`config.mk`:
```
export PLATFORM = sky130hd
export DESIGN_NAME = pocsag_codeword_decoder_flat
export DESIGN_NICKNAME = d
export VERILOG_FILES = /design/src/design/pcd_pkg.sv /design/src/design/pcd_in_if.sv /design/src/design/pcd_out_if.sv /design/src/design/pcd_decode.sv /design/src/design/pcd_emit.sv /design/src/design/pocsag_codeword_decoder.sv /design/src/flat_wrapper.sv
export SDC_FILE = /design/constraint.sdc
export NUM_CORES = 1
export LEC_CHECK = 0
export BUFFER_PORTS_ARGS = -buffer_cell sky130_fd_sc_hd__buf_4
export CAP_MARGIN = 10
export CORE_ASPECT_RATIO = 1.25
export CORE_UTILIZATION = 30
export CTS_BUF_LIST = sky130_fd_sc_hd__clkbuf_8
export DETAILED_ROUTE_END_ITERATION = 8
export GPL_TIMING_DRIVEN = 0
export PLACE_DENSITY = 0.53
export SETUP_SLACK_MARGIN = 0.5
export SYNTH_ARGS = -nofsm -noshare
export SYNTH_HDL_FRONTEND = slang
export SYNTH_SLANG_ARGS = --single-unit
```
`constraint.sdc`:
```
create_clock -name clk -period 2.9 [get_ports clk]
set_input_delay 0.145 -clock clk [delete_from_list [all_inputs] [get_ports clk]]
set_output_delay 0.145 -clock clk [all_outputs]
set_load 0.005 [all_outputs]
```
`src/design/pcd_pkg.sv`:
```
package pcd_pkg;

  localparam logic [31:0] IDLE_WORD   = 32'd2055848343;
  localparam int          MAX_RESULTS = 8;
  localparam int          CNT_W       = $clog2(MAX_RESULTS + 1);

  typedef enum logic [1:0] {
    KIND_ADDR  = 2'd0,
    KIND_NUM   = 2'd1,
    KIND_ALPHA = 2'd2,
    KIND_END   = 2'd3
  } kind_t;

  typedef struct packed {
    kind_t       kind;
    logic [6:0]  char_code;
    logic        char_error;
    logic [20:0] pager_address;
    logic [1:0]  function_bits;
  } result_t;

  typedef logic [CNT_W-1:0] count_t;

  // numeric digit table, nibble as received
  function automatic logic [6:0] num_char(input logic [3:0] nib);
    logic [6:0] c;
    unique case (nib)
      4'd0:    c = 7'h30;
      4'd1:    c = 7'h38;
      4'd2:    c = 7'h34;
      4'd3:    c = 7'h20;
      4'd4:    c = 7'h32;
      4'd5:    c = 7'h2F;
      4'd6:    c = 7'h36;
      4'd7:    c = 7'h5D;
      4'd8:    c = 7'h31;
      4'd9:    c = 7'h39;
      4'd10:   c = 7'h35;
      4'd11:   c = 7'h2D;
      4'd12:   c = 7'h33;
      4'd13:   c = 7'h55;
      4'd14:   c = 7'h37;
      default: c = 7'h5B;
    endcase
    return c;
  endfunction

  // alpha characters arrive lsb first
  function automatic logic [6:0] rev7(input logic [6:0] v);
    return {v[0], v[1], v[2], v[3], v[4], v[5], v[6]};
  endfunction

endpackage

```
`src/design/pcd_in_if.sv`:
```
interface pcd_in_if;
  logic        valid;
  logic        ready;
  logic [31:0] codeword;
  logic [3:0]  slot;
  logic        has_error;

  modport source (output valid, output codeword, output slot, output has_error, input ready);
  modport sink   (input valid, input codeword, input slot, input has_error, output ready);
endinterface

```
`src/design/pcd_out_if.sv`:
```
interface pcd_out_if;
  logic        valid;
  logic        ready;
  logic [1:0]  kind;
  logic [6:0]  char_code;
  logic        char_error;
  logic [20:0] pager_address;
  logic [1:0]  function_bits;
  logic        last;

  modport source (output valid, output kind, output char_code, output char_error,
                  output pager_address, output function_bits, output last, input ready);
  modport sink   (input valid, input kind, input char_code, input char_error,
                  input pager_address, input function_bits, input last, output ready);
endinterface

```
`src/design/pcd_decode.sv`:
```
module pcd_decode (
  input  logic                                   clk,
  input  logic                                   rst,
  input  logic                                   advance,
  input  logic [31:0]                            codeword,
  input  logic [3:0]                             slot,
  input  logic                                   has_error,
  output pcd_pkg::result_t [pcd_pkg::MAX_RESULTS-1:0] res,
  output pcd_pkg::count_t                        res_count
);
  import pcd_pkg::*;

  logic       msg_open, msg_open_next;
  logic [6:0] carry_bits, carry_bits_next;
  logic [2:0] carry_count, carry_count_next;
  logic       carry_error, carry_error_next;

  always_comb begin
    logic [19:0] data;
    logic [26:0] joined;
    logic [26:0] aligned;
    logic [2:0]  shamt;
    logic [2:0]  avail;
    logic [6:0]  keep_mask;
    result_t     r;

    data    = codeword[30:11];
    joined  = {carry_bits, data};
    shamt   = (carry_count == 3'd0) ? 3'd0 : 3'd7 - carry_count;
    aligned = joined << shamt;
    avail   = (carry_count == 3'd0) ? 3'd6 : carry_count - 3'd1;
    keep_mask = 7'((8'd1 << avail) - 8'd1);

    res              = '0;
    res_count        = '0;
    msg_open_next    = msg_open;
    carry_bits_next  = carry_bits;
    carry_count_next = carry_count;
    carry_error_next = carry_error;
    r                = '0;

    priority if (codeword == IDLE_WORD) begin
      if (msg_open) begin
        r.kind           = KIND_END;
        res[0]           = r;
        res_count        = count_t'(1);
        msg_open_next    = 1'b0;
        carry_bits_next  = '0;
        carry_count_next = '0;
        carry_error_next = 1'b0;
      end
    end else if (!codeword[31]) begin
      r.kind          = KIND_ADDR;
      r.pager_address = {codeword[30:13], slot[3:1]};
      r.function_bits = codeword[12:11];
      if (msg_open) begin
        res[0].kind = KIND_END;
        res[1]      = r;
        res_count   = count_t'(2);
      end else begin
        res[0]    = r;
        res_count = count_t'(1);
      end
      msg_open_next    = 1'b1;
      carry_bits_next  = '0;
      carry_count_next = '0;
      carry_error_next = 1'b0;
    end else if (msg_open) begin
      for (int i = 0; i < 5; i++) begin
        res[i].kind       = KIND_NUM;
        res[i].char_code  = num_char(data[19-4*i -: 4]);
        res[i].char_error = has_error;
      end
      res[5].kind  = KIND_ALPHA;
      res[6].kind  = KIND_ALPHA;
      if (carry_count == 3'd0) begin
        // no partial character held: two whole characters, six bits left
        res[5].char_code  = rev7(aligned[19:13]);
        res[5].char_error = has_error;
        res[6].char_code  = rev7(aligned[12:6]);
        res[6].char_error = has_error;
        res_count         = count_t'(7);
      end else begin
        res[7].kind       = KIND_ALPHA;
        res[5].char_code  = rev7(aligned[26:20]);
        res[5].char_error = has_error | carry_error;
        res[6].char_code  = rev7(aligned[19:13]);
        res[6].char_error = has_error;
        res[7].char_code  = rev7(aligned[12:6]);
        res[7].char_error = has_error;
        res_count         = count_t'(8);
      end
      carry_count_next = avail;
      carry_bits_next  = {1'b0, data[5:0]} & keep_mask;
      carry_error_next = (avail != 3'd0) & has_error;
    end else begin
      // message word with no message open: dropped, state kept
    end
  end

  always_ff @(posedge clk) begin
    if (rst) begin
      msg_open    <= 1'b0;
      carry_bits  <= '0;
      carry_count <= '0;
      carry_error <= 1'b0;
    end else if (advance) begin
      msg_open    <= msg_open_next;
      carry_bits  <= carry_bits_next;
      carry_count <= carry_count_next;
      carry_error <= carry_error_next;
    end
  end

endmodule

```
`src/design/pcd_emit.sv`:
```
module pcd_emit (
  input  logic                                   clk,
  input  logic                                   rst,
  input  logic                                   load_valid,
  output logic                                   load_ready,
  input  pcd_pkg::result_t [pcd_pkg::MAX_RESULTS-1:0] load_res,
  input  pcd_pkg::count_t                        load_count,
  pcd_out_if.source                              results
);
  import pcd_pkg::*;

  result_t [MAX_RESULTS-1:0] burst;
  count_t                    remaining;
  logic                      busy;
  logic                      take;
  logic                      is_last;

  assign busy       = (remaining != '0);
  assign is_last    = (remaining == count_t'(1));
  assign take       = busy && results.ready;
  assign load_ready = !busy || (take && is_last);

  assign results.valid         = busy;
  assign results.kind          = burst[0].kind;
  assign results.char_code     = burst[0].char_code;
  assign results.char_error    = burst[0].char_error;
  assign results.pager_address = burst[0].pager_address;
  assign results.function_bits = burst[0].function_bits;
  assign results.last          = is_last;

  // burst shifts towards entry zero as each request is taken
  always_ff @(posedge clk) begin
    if (rst) begin
      remaining <= '0;
    end else if (load_valid && load_ready) begin
      remaining <= load_count;
    end else if (take) begin
      remaining <= remaining - count_t'(1);
    end
  end

  always_ff @(posedge clk) begin
    if (load_valid && load_ready) begin
      burst <= load_res;
    end else if (take) begin
      for (int i = 0; i < MAX_RESULTS - 1; i++) begin
        burst[i] <= burst[i+1];
      end
      burst[MAX_RESULTS-1] <= '0;
    end
  end

endmodule

```
`src/design/pocsag_codeword_decoder.sv`:
```
// flow: an accepted codeword is held in the input register, decoded combinationally, and
// loaded into the result register, which offers its first request; the load waits on the shifter
// throughput: one codeword per cycle while each yields at most one request and results are
// taken; else the shifter paces it, one request per ready cycle, up to eight per message word
// reset: synchronous, active high; clears message state, partial alpha carry and all valids
module pocsag_codeword_decoder (
  input  logic       clk,
  input  logic       rst,
  pcd_in_if.sink     codewords,
  pcd_out_if.source  results
);
  import pcd_pkg::*;

  // input register: one codeword held for decoding
  logic        s0_valid;
  logic [31:0] s0_codeword;
  logic [3:0]  s0_slot;
  logic        s0_has_error;

  // decoded burst of requests for the held codeword
  result_t [MAX_RESULTS-1:0] dec_res;
  count_t                    dec_count;

  logic load_ready;
  logic advance;
  logic accept;

  // the held codeword moves on whenever the shifter is free or draining its last request;
  // codewords that give no request (idle with no message, stray message words) leave
  // the message state as it is
  assign advance         = s0_valid && load_ready;
  assign codewords.ready = !s0_valid || advance;
  assign accept          = codewords.valid && codewords.ready;

  always_ff @(posedge clk) begin
    if (rst) begin
      s0_valid <= 1'b0;
    end else if (accept) begin
      s0_valid <= 1'b1;
    end else if (advance) begin
      s0_valid <= 1'b0;
    end
  end

  always_ff @(posedge clk) begin
    if (accept) begin
      s0_codeword  <= codewords.codeword;
      s0_slot      <= codewords.slot;
      s0_has_error <= codewords.has_error;
    end
  end

  // decode: idle, address or message word against the open message and alpha carry
  pcd_decode u_decode (
    .clk       (clk),
    .rst       (rst),
    .advance   (advance),
    .codeword  (s0_codeword),
    .slot      (s0_slot),
    .has_error (s0_has_error),
    .res       (dec_res),
    .res_count (dec_count)
  );

  // result register: holds the burst and offers one request per cycle while the receiver is ready
  pcd_emit u_emit (
    .clk        (clk),
    .rst        (rst),
    .load_valid (s0_valid),
    .load_ready (load_ready),
    .load_res   (dec_res),
    .load_count (dec_count),
    .results    (results)
  );

endmodule

```
`src/flat_wrapper.sv`:
```
// flat-port wrapper written by rule: the top's interface ports become plain ports
module pocsag_codeword_decoder_flat import pcd_pkg::*;
  (clk, rst, codewords_valid, codewords_codeword, codewords_slot, codewords_has_error, codewords_ready, results_valid, results_kind, results_char_code, results_char_error, results_pager_address, results_function_bits, results_last, results_ready);
  pcd_in_if codewords_i ();
  pcd_out_if results_i ();
  input  logic clk;
  input  logic rst;
  input wire logic [$bits(codewords_i.valid)-1:0] codewords_valid;
  input wire logic [$bits(codewords_i.codeword)-1:0] codewords_codeword;
  input wire logic [$bits(codewords_i.slot)-1:0] codewords_slot;
  input wire logic [$bits(codewords_i.has_error)-1:0] codewords_has_error;
  output wire logic [$bits(codewords_i.ready)-1:0] codewords_ready;
  output wire logic [$bits(results_i.valid)-1:0] results_valid;
  output wire logic [$bits(results_i.kind)-1:0] results_kind;
  output wire logic [$bits(results_i.char_code)-1:0] results_char_code;
  output wire logic [$bits(results_i.char_error)-1:0] results_char_error;
  output wire logic [$bits(results_i.pager_address)-1:0] results_pager_address;
  output wire logic [$bits(results_i.function_bits)-1:0] results_function_bits;
  output wire logic [$bits(results_i.last)-1:0] results_last;
  input wire logic [$bits(results_i.ready)-1:0] results_ready;
  assign codewords_i.valid = codewords_valid;
  assign codewords_i.codeword = codewords_codeword;
  assign codewords_i.slot = codewords_slot;
  assign codewords_i.has_error = codewords_has_error;
  assign codewords_ready = codewords_i.ready;
  assign results_valid = results_i.valid;
  assign results_kind = results_i.kind;
  assign results_char_code = results_i.char_code;
  assign results_char_error = results_i.char_error;
  assign results_pager_address = results_i.pager_address;
  assign results_function_bits = results_i.function_bits;
  assign results_last = results_i.last;
  assign results_i.ready = results_ready;
  pocsag_codeword_decoder u_core (.clk(clk), .rst(rst), .codewords(codewords_i), .results(results_i));
endmodule
```
==> flow_summary.toml <==
[placed_design]
hpwl_mm = 17.47
gp_congestion = 0.8859
port_buffers = 75
placed_cell_area_sq_mm = 0.01129

[route]
drc_errors = 4
drt_iter0_markers = 541
drt-pass1-iter-count = 7
num_vias = 7649
antenna_left = 0
wirelength_mm = 28.91
vias_per_cell = 5.089
wl_per_cell_um = 19.23

[floorplan]
die_area_sq_mm = 0.03439
die_y_um = 207.1
fp.coreArea_sq_mm = 0.03287
io_pins = 77
die_w_um = 166.1
start_util_pct = 30.71
rows = 74

[cells_and_area]
design_area_sq_mm = 0.01402
final_core_util_pct = 42.67
multi_input_area_sq_mm = 0.004477
syn2layout_area_growth_pct = 38.95
nNetsFinal = 1124
fill_cells = 3069
diodes = 0
layout-drive-gt1-share_pct = 37.51
ff_latch_area_sq_mm = 0.005804

[grt]
grt_max_degree = 66
top_usage_layer = "met2"
grt_usage_pct = 16.28
use_met3_pct = 2.770
met2_usage_pct = 28.98
first_global_vias = 7656
grt_pass1_wl_mm = 43.37
gr-total-overflow = 0
antenna_found_initial = 0
use_met1_pct = 19.25

[yosys]
async_reset_ff_share_pct = 0
synth-edff-count = 159
synth_area_per_cell_sq_um = 12.28
synth-seq-cells = 210
synth_area_sq_mm = 0.01009
synth_cells = 822
yosys_warnings = 0
synthTopCellsByCount = "159 x edfxtp_1, 59 x nand2_1, 58 x a22o_1, 52 x o21ai_0, 51 x dfxtp_1"
synth.yosys.seq_area_share_pct = 57.42
synth_top_cell_area_share_pct = 47.30
synthFlopType = "edfxtp_1"
yosysUniqueCellTypes = 66
syn-num-nets = 890
synth.area.top_cells = "edfxtp_1 47%, dfxtp_1 10%, a22o_1 5.0%"
yosysMostFrequentCell = "edfxtp_1"
netlist.top_cell.by_area = "edfxtp_1"

[timing]
slew_viol_final = 0
hold_viol = 0
tightestPinTransition_ps = 712.3
max_slew_margin_pct = 52.52
timing.final.crit_period_ps = 2402
rsz0062_at_grt = "true"
tns_ps = 0
fin_skew_ps = 33.10
finalCritPeriodShare_pct = 82.82
setup_violations = 0
fmax_mhz = 416.4

[clocking]
cts_max_level = 2
cts_buffers = 37
root_buffer = "clkbuf_8"
ctsLongestPathBuffers = 3
clock_latency_ps = 560
clk_pin_slew_ps = 60
cts_sinks = 210
cts_tree = "built"

[status]
status = "finished with violations"
violations = "DRC"

[setup_path]
start_kind = "flip-flop"
end_kind = "flip-flop"
worstPathArrival_ps = 2680
path_max_fanout = 7
crit_type = "reg -> reg"
worstPathRequired_ps = 3180

[flow_run]
cap_violations = 0

[pwr]
leakagePower_uw = 0.005437
ir_drop_mv = 0.3803
powerDensity_mw_per_mm2 = 909.6
power_uw = 12760

[hold_path]
min_path_type = "in -> reg"
worst max-delay path: stages, from the launching register on:
cell	delay (ps)
dfxtp_2	320
buf_6	120
inv_2	60
clkbuf_8	140
ha_4	120
buf_6	100
nand2b_4	50
buf_8	130
nand2_8	90
buf_12	130
mux4_2	540
mux2i_2	240
o21ai_2	90
final timing paths:
check | cells past startpoint | from | slack, ps | end
max reg2reg | 12 | u_core.u_decode.carry_count[1] | 500 | u_core.u_emit.burst[192]
min reg2reg | 2 | u_core.u_decode.carry_error | 490 | u_core.u_decode.carry_error
min | 2 | codewords_codeword[4] | 320 | u_core.s0_codeword[4]
max | 12 | u_core.u_decode.carry_count[1] | 500 | u_core.u_emit.burst[192]
through the flow:
stage	std cells	worst slack, ps	hold WS [ps]
floorplan	822	494.9	243.9
global placement	1315	-214.5	324.5
detailed placement	1316	-88.94	324.3
CTS	1473	440.0	278.7
global route	1503	425.9	287.9
finish	1503	498.3	317.5
layer usage:
metal / up-vias / routed length (um)
li1: 3581 / -
met1: 3744 / 11680
met2: 247 / 14690
met3: 77 / 1453
met4: 0 / 1088
met5: - / 0
layout make-up:
class	count	share of cell area [%]
repair buffers	193	12.20
well taps	418	3.729
clock inverters	22	0.9635
inverters	24	0.7672
multi-input cells	510	31.92
plain buffers	80	4.523
clock buffers	46	4.514
flip-flops and latches	210	41.39
layout by cell type, fill, tap and decap left out, types with 13 or more instances in the layout:
cell type and instances:
buf_4 176, edfxtp_1 159, nand2_1 58, a22o_1 58, clkbuf_8 47, dfxtp_1 46
dlygate4sd3_1 39, o21ai_0 33, and2_1 28, a21oi_1 24, inv_1 22, nor2_1 21
o21ai_1 21, ha_1 19, mux2i_1 18, clkbuf_1 15, mux2i_4 15, a22oi_1 13
power breakdown:
part           internal, uW  switching, uW  total, uW
logic                  2360           2290       4660
clock network          1540           1270       2810
registers              4840            455       5290
total                  8740           4020      12800
what timing repair did:
action	in CTS	in global routing
pin swaps	19	29
setup endpoints to repair	287	131
hold buffers	39	0
buffers inserted	45	28
gates resized for setup	126	68
hold endpoints to repair	45	0
gates cloned	5	2
logic make-up after synthesis:
group	Yosys count	synth area share (%)
buf+inv	104	5.479
fa+ha+maj	27	3.347
simple gates	191	9.904
flops	210	57.42
xor+xnor	7	0.6074
compound gates	223	15.69
mux	60	7.549
Note: power is estimated with default switching activity, not from simulation.
